[config.mk]
export PLATFORM = sky130hd
export DESIGN_NAME = sleep_timer_queue
export DESIGN_NICKNAME = d
export VERILOG_FILES = /design/src/design/stq_pkg.sv /design/src/design/stq_mem.sv /design/src/design/stq_seq.sv /design/src/design/sleep_timer_queue.sv
export SDC_FILE = /design/constraint.sdc
export NUM_CORES = 1
export LEC_CHECK = 0
export ABC_AREA = 1
export BUFFER_PORTS_ARGS = -buffer_cell sky130_fd_sc_hd__buf_4
export CORE_MARGIN = 4
export CORE_UTILIZATION = 60
export DETAILED_ROUTE_END_ITERATION = 6
export PLACE_DENSITY = 0.77
export SKIP_LAST_GASP = 1
export SYNTH_ARGS = -nofsm -noshare
export SYNTH_HDL_FRONTEND = slang
export SYNTH_SLANG_ARGS = --single-unit
export TNS_END_PERCENT = 10
[constraint.sdc]
create_clock -name clk -period 5.7 [get_ports clk]
set_clock_uncertainty 0.1 [all_clocks]
set_input_delay 1.14 -clock clk [delete_from_list [all_inputs] [get_ports clk]]
set_output_delay 1.14 -clock clk [all_outputs]
set_load 0.02 [all_outputs]
[src/design/stq_pkg.sv]
// ----------------------------------------------------------------------------
// stq_pkg
// Shared types and codes for the sleep timer queue: transfer payloads,
// stored entry layout and the command and result codes.
// ----------------------------------------------------------------------------
package stq_pkg;

  localparam int ID_W   = 8;
  localparam int TICK_W = 16;

  localparam logic CMD_SLEEP = 1'b0;
  localparam logic CMD_TICK  = 1'b1;

  localparam logic [1:0] KIND_ACCEPTED = 2'd0;
  localparam logic [1:0] KIND_REJECTED = 2'd1;
  localparam logic [1:0] KIND_WOKEN    = 2'd2;
  localparam logic [1:0] KIND_NONE     = 2'd3;

  typedef struct packed {
    logic              command;
    logic [ID_W-1:0]   thread_id;
    logic [TICK_W-1:0] sleep_ticks;
  } in_item_t;

  typedef struct packed {
    logic [1:0]      kind;
    logic [ID_W-1:0] woken_id;
    logic            last;
  } out_item_t;

  typedef struct packed {
    logic [ID_W-1:0]   thread;
    logic [TICK_W-1:0] ticks;
  } entry_t;

  // result offered by the sequencer to the output register
  typedef struct packed {
    logic      valid;
    out_item_t item;
  } push_t;

endpackage

[src/design/stq_mem.sv]
// ----------------------------------------------------------------------------
// stq_mem
// Entry store: one write port, one read port with registered read data.
// Read data holds while the read enable is low.
// ----------------------------------------------------------------------------
module stq_mem #(
  parameter int DEPTH = 16
) (
  input  logic                      clk,
  input  logic                      we,
  input  logic [$clog2(DEPTH)-1:0]  waddr,
  input  stq_pkg::entry_t           wdata,
  input  logic                      re,
  input  logic [$clog2(DEPTH)-1:0]  raddr,
  output stq_pkg::entry_t           rdata
);

  stq_pkg::entry_t mem [DEPTH];
  stq_pkg::entry_t rdata_r;

  always_ff @(posedge clk) begin
    if (we) begin
      mem[waddr] <= wdata;
    end
    if (re) begin
      rdata_r <= mem[raddr];
    end
  end

  assign rdata = rdata_r;

endmodule

[src/design/stq_seq.sv]
// ----------------------------------------------------------------------------
// stq_seq
// Sequencer and shared decrement unit. A tick decrements the store one entry a
// cycle unless the output holds it, compacting survivors, releasing expired threads.
// ----------------------------------------------------------------------------
module stq_seq #(
  parameter int ENTRIES = 16
) (
  input  logic                        clk,
  input  logic                        rst_n,
  input  logic                        in_valid,
  input  stq_pkg::in_item_t           in_item,
  output logic                        in_stall,
  input  logic                        out_free,
  output stq_pkg::push_t              push,
  output logic                        mem_we,
  output logic [$clog2(ENTRIES)-1:0]  mem_waddr,
  output stq_pkg::entry_t             mem_wdata,
  output logic                        mem_re,
  output logic [$clog2(ENTRIES)-1:0]  mem_raddr,
  input  stq_pkg::entry_t             mem_rdata
);

  localparam int IDX_W = $clog2(ENTRIES);
  localparam int CNT_W = $clog2(ENTRIES + 1);

  typedef enum logic [1:0] {ST_IDLE, ST_RESP, ST_SCAN, ST_FINISH} state_t;

  state_t                     state_r;
  logic [CNT_W-1:0]           count_r;
  logic [CNT_W-1:0]           rd_idx_r;
  logic [CNT_W-1:0]           keep_r;
  logic                       ev_valid_r;
  logic                       pend_valid_r;
  logic [stq_pkg::ID_W-1:0]   pend_id_r;
  logic [1:0]                 resp_kind_r;

  logic                       full;
  logic [stq_pkg::TICK_W-1:0] dec_ticks;
  logic                       wake;
  logic                       scan_done;
  logic                       adv;
  logic                       more;

  assign full      = (count_r == CNT_W'(ENTRIES));
  assign dec_ticks = (mem_rdata.ticks == '0) ? '0 : mem_rdata.ticks - 1'b1;
  assign wake      = (dec_ticks == '0);
  assign more      = (rd_idx_r != count_r);
  assign scan_done = !ev_valid_r && !more;
  // a second wake needs the output register to flush the one held back
  assign adv       = !(ev_valid_r && wake && pend_valid_r && !out_free);
  assign in_stall  = (state_r != ST_IDLE);

  always_comb begin
    push      = '0;
    mem_we    = 1'b0;
    mem_waddr = keep_r[IDX_W-1:0];
    mem_wdata = '{thread: mem_rdata.thread, ticks: dec_ticks};
    mem_re    = 1'b0;
    mem_raddr = rd_idx_r[IDX_W-1:0];
    case (state_r)
      ST_IDLE: begin
        mem_we    = in_valid && (in_item.command == stq_pkg::CMD_SLEEP) && !full;
        mem_waddr = count_r[IDX_W-1:0];
        mem_wdata = '{thread: in_item.thread_id, ticks: in_item.sleep_ticks};
      end
      ST_RESP: begin
        push.valid     = out_free;
        push.item.kind = resp_kind_r;
        push.item.last = 1'b1;
      end
      ST_SCAN: begin
        push.valid         = adv && ev_valid_r && wake && pend_valid_r;
        push.item.kind     = stq_pkg::KIND_WOKEN;
        push.item.woken_id = pend_id_r;
        mem_we             = adv && ev_valid_r && !wake;
        mem_re             = adv && more;
      end
      ST_FINISH: begin
        push.valid         = out_free;
        push.item.kind     = pend_valid_r ? stq_pkg::KIND_WOKEN : stq_pkg::KIND_NONE;
        push.item.woken_id = pend_valid_r ? pend_id_r : '0;
        push.item.last     = 1'b1;
      end
      default: ;
    endcase
  end

  always_ff @(posedge clk) begin
    if (!rst_n) begin
      state_r      <= ST_IDLE;
      count_r      <= '0;
      ev_valid_r   <= 1'b0;
      pend_valid_r <= 1'b0;
    end else begin
      case (state_r)
        ST_IDLE: begin
          if (in_valid) begin
            if (in_item.command == stq_pkg::CMD_TICK) begin
              rd_idx_r     <= '0;
              keep_r       <= '0;
              ev_valid_r   <= 1'b0;
              pend_valid_r <= 1'b0;
              state_r      <= ST_SCAN;
            end else begin
              resp_kind_r <= full ? stq_pkg::KIND_REJECTED : stq_pkg::KIND_ACCEPTED;
              if (!full) begin
                count_r <= count_r + 1'b1;
              end
              state_r <= ST_RESP;
            end
          end
        end
        ST_RESP: begin
          if (out_free) begin
            state_r <= ST_IDLE;
          end
        end
        ST_SCAN: begin
          if (scan_done) begin
            state_r <= ST_FINISH;
          end else if (adv) begin
            ev_valid_r <= more;
            if (more) begin
              rd_idx_r <= rd_idx_r + 1'b1;
            end
            if (ev_valid_r && wake) begin
              pend_valid_r <= 1'b1;
              pend_id_r    <= mem_rdata.thread;
            end
            if (ev_valid_r && !wake) begin
              keep_r <= keep_r + 1'b1;
            end
          end
        end
        ST_FINISH: begin
          if (out_free) begin
            count_r <= keep_r;
            state_r <= ST_IDLE;
          end
        end
        default: state_r <= ST_IDLE;
      endcase
    end
  end

endmodule

[src/design/sleep_timer_queue.sv]
// A sleep result passes the response state and then the output register; tick
// results come at most one a cycle, each wake once the next wake or the end
// of the walk is found, the last from the finish state via the output register.
// Items are taken one at a time: the input stalls until the last result of an
// item is handed to the output register, and output stalls hold it longer.
// Reset: synchronous active-low; store empties, no result pending.
// ----------------------------------------------------------------------------
// sleep_timer_queue
// Tick timer list of sleeping threads kept in arrival order, with an output
// register between the sequencer and the result channel.
// ----------------------------------------------------------------------------
module sleep_timer_queue #(
  parameter int ENTRIES = 16
) (
  input  logic               clk,
  input  logic               rst_n,
  input  logic               in_valid,
  output logic               in_stall,
  input  stq_pkg::in_item_t  in_item,
  output logic               out_valid,
  input  logic               out_stall,
  output stq_pkg::out_item_t out_item
);

  localparam int IDX_W = $clog2(ENTRIES);

  stq_pkg::push_t      push;
  logic                out_free;
  logic                out_valid_r;
  stq_pkg::out_item_t  out_item_r;

  logic                mem_we;
  logic [IDX_W-1:0]    mem_waddr;
  stq_pkg::entry_t     mem_wdata;
  logic                mem_re;
  logic [IDX_W-1:0]    mem_raddr;
  stq_pkg::entry_t     mem_rdata;

  assign out_free = !out_valid_r || !out_stall;

  always_ff @(posedge clk) begin
    if (!rst_n) begin
      out_valid_r <= 1'b0;
    end else if (out_free) begin
      out_valid_r <= push.valid;
    end
  end

  always_ff @(posedge clk) begin
    if (out_free && push.valid) begin
      out_item_r <= push.item;
    end
  end

  assign out_valid = out_valid_r;
  assign out_item  = out_item_r;

  stq_seq #(
    .ENTRIES (ENTRIES)
  ) u_seq (
    .clk       (clk),
    .rst_n     (rst_n),
    .in_valid  (in_valid),
    .in_item   (in_item),
    .in_stall  (in_stall),
    .out_free  (out_free),
    .push      (push),
    .mem_we    (mem_we),
    .mem_waddr (mem_waddr),
    .mem_wdata (mem_wdata),
    .mem_re    (mem_re),
    .mem_raddr (mem_raddr),
    .mem_rdata (mem_rdata)
  );

  stq_mem #(
    .DEPTH (ENTRIES)
  ) u_mem (
    .clk   (clk),
    .we    (mem_we),
    .waddr (mem_waddr),
    .wdata (mem_wdata),
    .re    (mem_re),
    .raddr (mem_raddr),
    .rdata (mem_rdata)
  );

endmodule
==> results by group, run 1 <==
Run status
  • Status: finished clean

Timing
  • FMAX: roughly 0.27 GHz
  • Normalized max-slew margin: 0.172
  • RSZ-0062 raised after global routing: no
  • Slew of the pin with the lowest slew margin: 1.24 ns
  • Slew Viols, Final: 0
  • PnR worst setup slack: 1.97 ns
  • Final setup violation count: 0
  • Setup tns final: 0 ns
  • Final hold violation count: 0
  • Final period utilization: 0.655
  • Fin crit period: between 3 and 4 ns

Floorplanning
  • Initial core utilization: 0.608
  • IO Count: 42
  • Die W: around 180 um
  • Die area: between 30000 and 40000 sq um
  • Site row count: 64
  • Core footprint: 30600 sq um
  • Die H: around 180 um

Critical path
  • Worst Path Required: between 5 and 6 ns
  • Startpoint types: flip-flop
  • CP startpoint: u_seq.state_r[1]
  • CP Max Fanout: 45
  • Arrival time worst endpoint: ~3.8 ns
  • Setup crit end kind: flip-flop
  • Worst r2r src: u_seq.state_r[1]
  • Crit path kind: reg -> reg

Synthesis
  • Primary FF master, synth: edfxtp_1
  • Post-synth top area share: 0.707
  • Synth async-reset ratio: 0
  • Part of the Yosys area used for sequential elements: 0.718
  • Syn Std Cell Area: between 15000 and 20000 sq um
  • Synth area leader: edfxtp_1
  • Synthesized Nets: 1511
  • Post-synth EDFFs: between 400 and 500
  • Top cells by area, synth: edfxtp_1 (71%), nor2_1 (5.8%), nand2_1 (3.6%)
  • Synth Instances: between 1000 and 1500
  • YS warnings: 0
  • Yosys reg bits: approximately 450
  • Distinct cells, synth: 40
  • Avg Cell Area, Syn: 12.6 sq um

Placed design
  • Placed insts: roughly 1900
  • PortBufs: between 40 and 50
  • Post-place setup slack: roughly 2 ns
  • RD Place Congestion: roughly 0.9
  • Dpl hpwl: ~28 mm

Finish
  • Multi-input gate area: approximately 4800 sq um
  • Area grow syn2layout: 11.1%
  • Finished Layout Cells: ~1900
  • Nets: approximately 1500
  • Reg area: ~13000 sq um
  • Share of layout cells above drive strength 1: 0.111
  • Commonest non-fill, non-tap cell in the layout: edfxtp_1
  • Fill cell count: a little over 2000
  • ANT cells: 0
  • Final core occ: 0.676
  • Most frequent cells in the layout: edfxtp_1 (438), nor2_1 (276), nand2_1 (177)

Pwr
  • Largest vdd supply drop: about 0.31 mV
  • Sequential share of power: 0.462
  • Clk pwr share: 0.267
  • Switching Fraction: 0.342
  • Internal power: between 6 and 7 mW
  • Switch Pwr: about 3.4 mW
  • P per Cell Area: a little under 500 nW/um^2
  • Comb pwr share: 0.270
  • Leak: slightly above 7 nW

Clocking
  • Maximum clock insertion buffer count: 3
  • Num CTS Buffers: 43
  • Hold_buf cts: 0
  • CTS HTree Levels: 2
  • Postcts setup bufs: 0
  • CTS resizes: 0
  • Worst-Skew Late Latency: between 0.5 and 0.6 ns
  • Clock Tree Root: clkbuf_16
  • CTS sink count: between 400 and 500
  • CTS tree: built
  • Worst-path clk slew: 0.06 ns

GRT
  • Grt ovf: 0
  • Total Routing Usage GR: 0.274
  • First-pass GRT wire length: roughly 70 mm
  • Vias in the first global route: approximately 11000
  • Initial antenna violation count: 1
  • Largest net degree at the start of global routing: 196

Min path
  • Worst hold path class: reg -> reg
  • Hold_sp: u_mem.rdata[23]

Routing
  • WL/cell: around 24 um
  • Final ANT Viol Nets: 0
  • Initial drt markers: 1791
  • Via density: around 6.3
  • DRT Wirelength: about 47 mm
  • Routed via count: between 10000 and 15000
  • DRC: 0
  • Iteration count of the initial detailed-routing pass: 6

Flow run
  • Max Cap Viol: 0
==> cells in the mapped netlist (3+ instances only) <==
master,n
mux2i_1,39
dfxtp_1,10
nand3_1,68
nor2_2,11
nor2_1,288
inv_1,57
xor2_1,5
o21ai_1,3
nand3_2,8
nand2_2,4
o21bai_1,3
o211ai_1,9
nor2_4,6
a21oi_1,10
xnor2_1,3
o21ai_0,127
nand2_1,177
nand4_1,4
o221ai_1,39
o32ai_1,57
inv_2,4
ha_1,5
a31oi_1,3
buf_2,11
edfxtp_1,438
clkbuf_1,68
==> layout make-up <==
type,count,area share
tap,396,0.0240
sequential,448,0.646
inverter,63,0.0116
timing repair buffer,64,0.0245
multi-input combinational,883,0.231
clock buffer,59,0.0560
clock inverter,15,0.00666
==> power groups by stage <==
stage	combinational [mW]	clock, mW	sequential, mW
5_1_grt	2.89	2.83	4.65
4_1_cts	2.66	2.70	4.62
6_report	2.71	2.68	4.63
3_5_place_dp	2.64	0	4.69
2_1_floorplan	1.49	0	4.66
3_3_place_gp	2.56	0	4.68
==> sequential cells by signal, indices dropped and copies added (netlist names) <==
register,cells
out_item,11
out_valid,1
u_mem.mem,384
u_mem.rdata,24
u_seq.count_r,5
u_seq.ev_valid_r,1
u_seq.keep_r,5
u_seq.pend_id_r,8
u_seq.pend_valid_r,1
u_seq.rd_idx_r,5
u_seq.resp_kind_r,1
u_seq.state_r,2
==> worst paths after layout <==
path                                      endpoint  slack [ns]  cells after the start
worst max-delay path             u_mem.mem[11][22]        1.97                      5
worst min-delay path            u_seq.pend_id_r[7]        0.38                      0
worst max register to register   u_mem.mem[11][22]        1.97                      5
worst min register to register  u_seq.pend_id_r[7]        0.38                      0
==> worst max-delay path, cell delays in order, from the launching register on <==
cell	delay (ns)
dfxtp_1	0.40
nor2_4	0.71
clkinv_1	0.19
o21ai_0	0.89
nand2_1	0.34
nor2_4	0.70
==> through the flow <==
stage | cell area (sq um) | hold WS, ns | power [mW]
after detailed placement | 19400 | 0.363 | 7.33
after global placement | 19400 | 0.361 | 7.23
after global routing | 20700 | 0.384 | 10.4
final | 20700 | 0.378 | 10.0
after CTS | 20700 | 0.376 | 9.98
after floorplan | 18600 | 0.327 | 6.15
==> per-layer routing <==
metal,vias up,GRT usage,part of all wire
met4,0,0.110,0.045
met3,104,0.0439,0.11
met5,-,0,0
met2,791,0.402,0.44
met1,5903,0.416,0.40
li1,5422,-,-
==> cell families after synthesis <==
family / after synthesis / synth area share
and+or+nand+nor: 576 / 0.132
buffers and inverters: 146 / 0.0310
DFF: 448 / 0.718
muxes: 39 / 0.0210
xor gates and xnor gates: 8 / 0.00377
adders and majority gates: 5 / 0.00336
AOI/OAI and AO/OA: 255 / 0.0911
(Power assumes the default switching activity.)
==> run 2: changes to the inputs <==
ABC_AREA = 0   (was 1)
CORE_UTILIZATION = 56   (was 60)
PLACE_DENSITY = 0.75   (was 0.77)
clock period = 3.2 ns   (was 5.7 ns; I/O delays follow)
==> run 2 against run 1 <==
Compared with the run above:
- register-to-register slack lost 1.9 ns
- cell area increased by 0.65%
- power up 28%
- count of clock-buffer cells in the layout grew 2
- clock power up 82%
- sequential power is 47% higher
- sequential share of layout area is 0.42 points lower
- critical endpoint is now u_mem.mem[11][17]
- worst hold slack worse by 0.081 ns
==> results by group, run 2 <==
Placed design
  • RD Place Congestion: 0.894 (was 0.897)
  • Post-place setup slack: 0.0375 ns (was 2.06 ns)
  • Dpl hpwl: 24.3 mm (was 28.2 mm)
  • PortBufs: 41 (unchanged)

Synthesis
  • Synth area leader: edfxtp_1 (unchanged)
  • Top cells by area, synth: edfxtp_1 (73%), mux4_2 (15%), nand2_1 (1.7%) (was edfxtp_1 (71%), nor2_1 (5.8%), nand2_1 (3.6%))
  • Yosys reg bits: 448 (unchanged)
  • Syn Std Cell Area: 17900 sq um (was 18600 sq um)
  • Top-count cell post-synth: edfxtp_1 (unchanged)
  • Synth async-reset ratio: 0 (unchanged)
  • Post-synth top area share: 0.734 (was 0.707)
  • Synthesized Nets: 941 (was 1511)
  • Synth Instances: 907 (was 1477)
  • YS warnings: 0 (unchanged)
  • Post-synth top cells: edfxtp_1 (438), mux4_2 (120), nand2_1 (82) (was edfxtp_1 (438), nor2_1 (288), nand2_1 (177))
  • Primary FF master, synth: edfxtp_1 (unchanged)
  • Post-synth EDFFs: 438 (unchanged)
  • Avg Cell Area, Syn: 19.7 sq um (was 12.6 sq um)
  • Part of the Yosys area used for sequential elements: 0.746 (was 0.718)
  • Distinct cells, synth: 54 (was 40)

Pwr
  • P per Cell Area: 615 nW/um^2 (was 484 nW/um^2)
  • Sequential share of power: 0.533 (was 0.462)
  • Clk pwr share: 0.381 (was 0.267)
  • Leak: 6.69 nW (was 7.13 nW)
  • Switch Pwr: 2.88 mW (was 3.43 mW)
  • Switching Fraction: 0.225 (was 0.342)
  • Comb pwr share: 0.086 (was 0.270)
  • Internal power: 9.92 mW (was 6.58 mW)
  • Largest vdd supply drop: 0.437 mV (was 0.309 mV)
  • Total power: 12.8 mW (was 10.0 mW)

Routing
  • Via density: 6.33 (was 6.34)
  • DRC: 0 (unchanged)
  • Routed via count: 9122 (was 12200)
  • Final ANT Viol Nets: 0 (unchanged)
  • DRT Wirelength: 38.6 mm (was 46.5 mm)
  • Iteration count of the initial detailed-routing pass: 7 (was 6)
  • Initial drt markers: 945 (was 1791)
  • WL/cell: 26.8 um (was 24.1 um)

Critical path
  • CP Cell Sequence: inv_1 > ha_2 > or3b_2 > o211ai_1 > nand2_1 > a311o_2 > buf_12 > a21oi_4 > buf_4 (was nor2_4 > clkinv_1 > o21ai_0 > nand2_1 > nor2_4)
  • Startpoint types: flip-flop (unchanged)
  • Crit path kind: reg -> reg (unchanged)
  • Arrival time worst endpoint: 3.23 ns (was 3.79 ns)
  • CP max-delay cell: or3b_2 (was o21ai_0)
  • Worst Path Required: 3.34 ns (was 5.76 ns)
  • Setup crit end kind: flip-flop (unchanged)
  • CP Max Fanout: 16 (was 45)
  • CP peak stage delay: 0.49 ns (was 0.89 ns)

Min path
  • Worst hold path class: in -> reg (was reg -> reg)

Clocking
  • Num CTS Buffers: 46 (was 43)
  • Worst-Skew Late Latency: 0.55 ns (about the same)
  • CTS tree: built (unchanged)
  • Hold_buf cts: 0 (unchanged)
  • Worst-path clk slew: 0.06 ns (about the same)
  • Clock Tree Root: clkbuf_16 (unchanged)
  • Maximum clock insertion buffer count: 3 (unchanged)
  • CTS HTree Levels: 2 (unchanged)
  • CTS sink count: 448 (unchanged)

Floorplanning
  • IO Count: 42 (unchanged)
  • Die area: 34900 sq um (was 33900 sq um)
  • Initial core utilization: 0.568 (was 0.608)
  • Die H: 187 um (was 184 um)
  • Die W: 187 um (was 184 um)
  • Core footprint: 31600 sq um (was 30600 sq um)
  • Site row count: 65 (was 64)

Finish
  • Nets: 1042 (was 1537)
  • Most frequent cells in the layout: edfxtp_1 (438), mux4_2 (120), buf_4 (85) (was edfxtp_1 (438), nor2_1 (276), nand2_1 (177))
  • Share of layout cells above drive strength 1: 0.300 (was 0.111)
  • Fill cell count: 2014 (was 2078)
  • Area grow syn2layout: 16.1% (was 11.1%)
  • Max FFs per register: 384 (unchanged)
  • Commonest non-fill, non-tap cell in the layout: edfxtp_1 (unchanged)
  • ANT cells: 0 (unchanged)
  • Top reg by flops: u_mem.mem (unchanged)

GRT
  • Vias in the first global route: 9265 (was 11400)
  • Initial antenna violation count: 1 (unchanged)
  • First-pass GRT wire length: 58.9 mm (was 69.6 mm)
  • Grt ovf: 0 (unchanged)
  • Largest net degree at the start of global routing: 99 (was 196)
  • Total Routing Usage GR: 0.224 (was 0.274)

Timing
  • Final setup violation count: 0 (unchanged)
  • Final period utilization: 0.966 (was 0.655)
  • Slew of the pin with the lowest slew margin: 1.30 ns (was 1.24 ns)
  • Normalized max-slew margin: 0.131 (was 0.172)
  • RSZ-0062 raised after global routing: no (unchanged)
  • Setup tns final: 0 ns (unchanged)
  • Slew Viols, Final: 0 (unchanged)
  • FMAX: 0.324 GHz (was 0.268 GHz)
  • PnR worst setup slack: 0.109 ns (was 1.97 ns)
  • Final hold violation count: 0 (unchanged)
  • Fin crit period: 3.09 ns (was 3.73 ns)

Run status
  • Status: finished clean (unchanged)

Flow run
  • Max Cap Viol: 0 (unchanged)
-- run 2: cell count changes after synthesis, sizes merged, moves of 57 or more --
cell and change:
nor2 -279, o21ai -124, mux4 +120, nand2 -101
nand3 -59, o32ai -57
-- run 2: metrics by stage --
stage	instances	util	cell area (sq um)	hold WS, ns
6_report	1441	0.659	20800	0.298
3_3_place_gp	1362	0.616	19400	0.329
3_5_place_dp	1362	0.616	19400	0.335
2_1_floorplan	907	-	18100	0.326
4_1_cts	1441	0.659	20800	0.275
5_1_grt	1441	0.659	20800	0.300
-- run 2: cell type report --
class | count | area, sq um | share of cell area
Timing Repair Buffer | 104 | 1020 | 0.0490
Clock buffer | 61 | 1230 | 0.0591
Clock inverter | 18 | 126 | 0.00608
Multi-Input combinational cell | 400 | 4540 | 0.218
Tap cell | 402 | 503 | 0.0242
Sequential cell | 448 | 13400 | 0.642
Inverter | 8 | 30.0 | 0.00144
-- run 2: logic make-up after synthesis --
logic type               synth area share
AO/OA/AOI/OAI                      0.0279
AND/OR/NAND/NOR                    0.0470
multiplexers                        0.153
flip-flops                          0.746
buffers and inverters              0.0136
adder cells (fa/ha/maj)           0.00349
XOR/XNOR                          0.00929
-- run 2: power by group through the flow --
stage	clock network, mW	logic, mW	registers, mW
after floorplan	0	0.620	6.93
after global placement	0	1.06	6.93
after detailed placement	0	1.09	6.94
after CTS	4.96	1.10	6.82
after global routing	5.24	1.19	6.83
final	4.87	1.10	6.82
-- run 2: metal layers --
layer  GRT usage  part of all wire
met1       0.350              0.43
met2       0.337              0.47
met3      0.0412             0.085
met4      0.0540             0.020
met5           0                 0
-- run 2: critical path: cells and delay by family, from the launching register on --
family          cells  cell delay (ns)
fa+ha+maj           1             0.18
flops               1             0.43
buf+inv             3             0.53
simple gates        2             0.57
compound gates      3             0.94
-- run 2: path summary, 6_finish.rpt --
| check | startpoint | slack [ns] | to | cells past startpoint |
|---|---|---|---|---|
| max reg2reg | u_mem.rdata[1] | 0.11 | u_mem.mem[11][17] | 9 |
| max | u_mem.rdata[1] | 0.11 | u_mem.mem[11][17] | 9 |
| min | rst_n | 0.30 | u_seq.ev_valid_r | 2 |
| min reg2reg | u_mem.rdata[21] | 0.35 | u_seq.pend_id_r[5] | 0 |
-- run 2: what timing repair did --
item,4_1_cts,5_1_grt
setup endpoints to repair,16,8
buffers inserted,0,0
resized for setup,1,1
pin swaps,0,0
==> run 3: changes to the inputs <==
CORE_ASPECT_RATIO = 0.9   (was not set)
==> run 3 against run 2 <==
Compared with the run above:
- worst setup slack got worse by 0.018 ns
- clock power increased by 4.5%
- cell area increased by 0.48%
- via count increased by 2.6%
- power increased by 1.9%
- critical path depth increased by 2
- sequential cell count unchanged
- global-route usage increased by 0.88 points
- sequential share of layout area decreased by 0.31 points
- highest routed layer is now met5
- routed wire length increased by 2.5%
- utilization increased by 1.0 points
- count of clock-buffer cells in the layout decreased by 11
==> results by group, run 3 (synthesized netlist as in run 2, its figures left out) <==
Placed design
  • Dpl hpwl: 26.1 mm (was 24.3 mm)
  • RD Place Congestion: 0.844 (was 0.894)
  • PortBufs: 41 (unchanged)
  • Placed cell area: 19500 sq um (was 19400 sq um)
  • Placed insts: 1380 (was 1362)
  • Post-place setup slack: 0.0478 ns (was 0.0375 ns)

Finish
  • Area grow syn2layout: 16.7% (was 16.1%)
  • Final core occ: 0.670 (was 0.659)
  • Nets: 1051 (was 1042)
  • Commonest non-fill, non-tap cell in the layout: edfxtp_1 (unchanged)
  • Finished Layout Cells: 1459 (was 1441)
  • Top reg by flops: u_mem.mem (unchanged)
  • Share of layout cells above drive strength 1: 0.313 (was 0.300)
  • Max FFs per register: 384 (unchanged)
  • ANT cells: 0 (unchanged)
  • Final instance area: 20900 sq um (was 20800 sq um)
  • Most frequent cells in the layout: edfxtp_1 (438), mux4_2 (120), buf_4 (101) (was edfxtp_1 (438), mux4_2 (120), buf_4 (85))

Min path
  • Worst Hold Depth: 2 (unchanged)
  • Worst hold path class: in -> reg (unchanged)
  • Hold EP: u_seq.ev_valid_r (unchanged)
  • Hold_sp: rst_n (unchanged)

Pwr
  • P per Cell Area: 624 nW/um^2 (was 615 nW/um^2)
  • Largest vdd supply drop: 0.517 mV (was 0.437 mV)
  • Internal power: 10.1 mW (was 9.92 mW)
  • Switching Fraction: 0.224 (was 0.225)
  • Total power: 13.0 mW (was 12.8 mW)
  • Clk pwr share: 0.390 (was 0.381)
  • Sequential share of power: 0.523 (was 0.533)
  • Leak: 6.76 nW (was 6.69 nW)
  • Comb pwr share: 0.087 (was 0.086)
  • Switch Pwr: 2.92 mW (was 2.88 mW)

Routing
  • DRC: 0 (unchanged)
  • Routed via count: 9355 (was 9122)
  • WL/cell: 27.1 um (was 26.8 um)
  • DRT Wirelength: 39.5 mm (was 38.6 mm)
  • Iteration count of the initial detailed-routing pass: 5 (was 7)
  • Initial drt markers: 1199 (was 945)
  • Via density: 6.41 (was 6.33)
  • Final ANT Viol Nets: 0 (unchanged)

Critical path
  • CP max-delay cell: edfxtp_1 (was or3b_2)
  • Arrival time worst endpoint: 3.24 ns (was 3.23 ns)
  • Crit path kind: reg -> reg (unchanged)
  • Startpoint types: flip-flop (unchanged)
  • Worst reg2reg endpoint: out_item[9] (was u_mem.mem[11][17])
  • CP Max Fanout: 11 (was 16)
  • CP Cell Sequence: inv_1 > ha_2 > nor3b_1 > buf_4 > nand3_1 > a211o_2 > a221oi_4 > buf_4 > a31oi_1 > a21oi_1 > buf_4 (was inv_1 > ha_2 > or3b_2 > o211ai_1 > nand2_1 > a311o_2 > buf_12 > a21oi_4 > buf_4)
  • Worst Path Required: 3.33 ns (was 3.34 ns)
  • Reg2Reg Depth: 11 (was 9)
  • CP peak stage delay: 0.43 ns (was 0.49 ns)
  • Setup crit end kind: flip-flop (unchanged)
  • Worst r2r src: u_mem.rdata[1] (unchanged)
  • Most common cell on crit path: buf_4
  • Flop2flop setup slack: 0.09 ns (was 0.11 ns)

Timing
  • Hold_ws: 0.307 ns (was 0.298 ns)
  • Fin crit period: 3.11 ns (was 3.09 ns)
  • Final hold violation count: 0 (unchanged)
  • Normalized max-slew margin: 0.266 (was 0.131)
  • RSZ-0062 raised after global routing: yes (was no)
  • PnR worst setup slack: 0.0907 ns (was 0.109 ns)
  • FMAX: 0.322 GHz (was 0.324 GHz)
  • Slew Viols, Final: 0 (unchanged)
  • Final setup violation count: 0 (unchanged)
  • Setup tns final: 0 ns (unchanged)
  • Final period utilization: 0.972 (was 0.966)
  • Slew of the pin with the lowest slew margin: 1.10 ns (was 1.30 ns)

GRT
  • Grt ovf: 0 (unchanged)
  • Largest net degree at the start of global routing: 49 (was 99)
  • Total Routing Usage GR: 0.233 (was 0.224)
  • Vias in the first global route: 9217 (was 9265)
  • Initial antenna violation count: 1 (unchanged)
  • First-pass GRT wire length: 60.2 mm (was 58.9 mm)

Clocking
  • Worst-Skew Late Latency: 0.54 ns (was 0.55 ns)
  • Maximum clock insertion buffer count: 3 (unchanged)
  • Clock Tree Root: clkbuf_16 (unchanged)
  • CTS HTree Levels: 2 (unchanged)
  • Num CTS Buffers: 43 (was 46)
  • CTS sink count: 448 (unchanged)
  • Worst-path clk slew: 0.06 ns (about the same)
  • CTS resizes: 0 (was 1)
  • CTS tree: built (unchanged)

Floorplanning
  • IO Count: 42 (unchanged)
  • Die W: 197 um (was 187 um)
  • Core footprint: 31200 sq um (was 31600 sq um)
  • Site row count: 61 (was 65)
  • Die H: 178 um (was 187 um)
  • Initial core utilization: 0.574 (was 0.568)
  • Die area: 34900 sq um (about the same)

Flow run
  • Max Cap Viol: 0 (unchanged)

Run status
  • Status: finished clean (unchanged)
run 3: cell count changes in the layout (fill, tap and decap cells not counted), moves of 3 or more:
cell	delta
buf_12	-4
buf_4	+16
bufinv_16	+5
clkbuf_1	-7
clkbuf_16	-4
clkinv_1	-3
clkinv_2	+3
clkinvlp_4	+4
run 3: what timing repair did:
action	in CTS	in global routing
hold buffers	0	0
setup endpoints to repair	0	332
buffers inserted	0	1
run 3: layer usage:
layer  track usage  vias to the layer above  part of all wire
li1              -                     3928                 -
met1         0.377                     4877              0.44
met2         0.321                      475              0.44
met3        0.0562                       73              0.10
met4        0.0631                        2             0.026
met5             0                        -           0.00033
run 3: layout make-up:
type | instances | area (sq um)
multi-input combinational | 400 | 4520
clock inverter | 28 | 323
sequential | 448 | 13400
tap | 409 | 512
inverter | 8 | 30.0
timing repair buffer | 116 | 1060
fill | 1880 | 10300
clock buffer | 50 | 1100
run 3: power by group through the flow:
stage / Combinational (mW) / Sequential, mW / Clock (mW)
global route: 1.21 / 6.83 / 5.46
floorplan: 0.620 / 6.93 / 0
CTS: 1.13 / 6.82 / 5.18
global placement: 1.09 / 6.94 / 0
detailed placement: 1.12 / 6.94 / 0
finish: 1.13 / 6.82 / 5.09
run 3: how the worst max path moves through the flow:
stage / startpoint / end / cells past startpoint
final: u_mem.rdata[1] / out_item[9] / 11
after global placement: u_mem.rdata[1] / u_mem.mem[11][7] / 9
after CTS: u_mem.rdata[1] / u_mem.mem[11][4] / 9
after detailed placement: u_mem.rdata[1] / u_mem.mem[11][4] / 9
after floorplan: u_mem.rdata[0] / u_mem.mem[12][0] / 9
after global routing: u_mem.rdata[1] / out_item[10] / 11
run 3: worst max-delay path, delay by kind of cell (launching register included):
kind	cells	cell delay (ns)
compound gates	4	1.02
buf+inv	4	0.73
flops	1	0.43
simple gates	2	0.35
fa+ha+maj	1	0.19
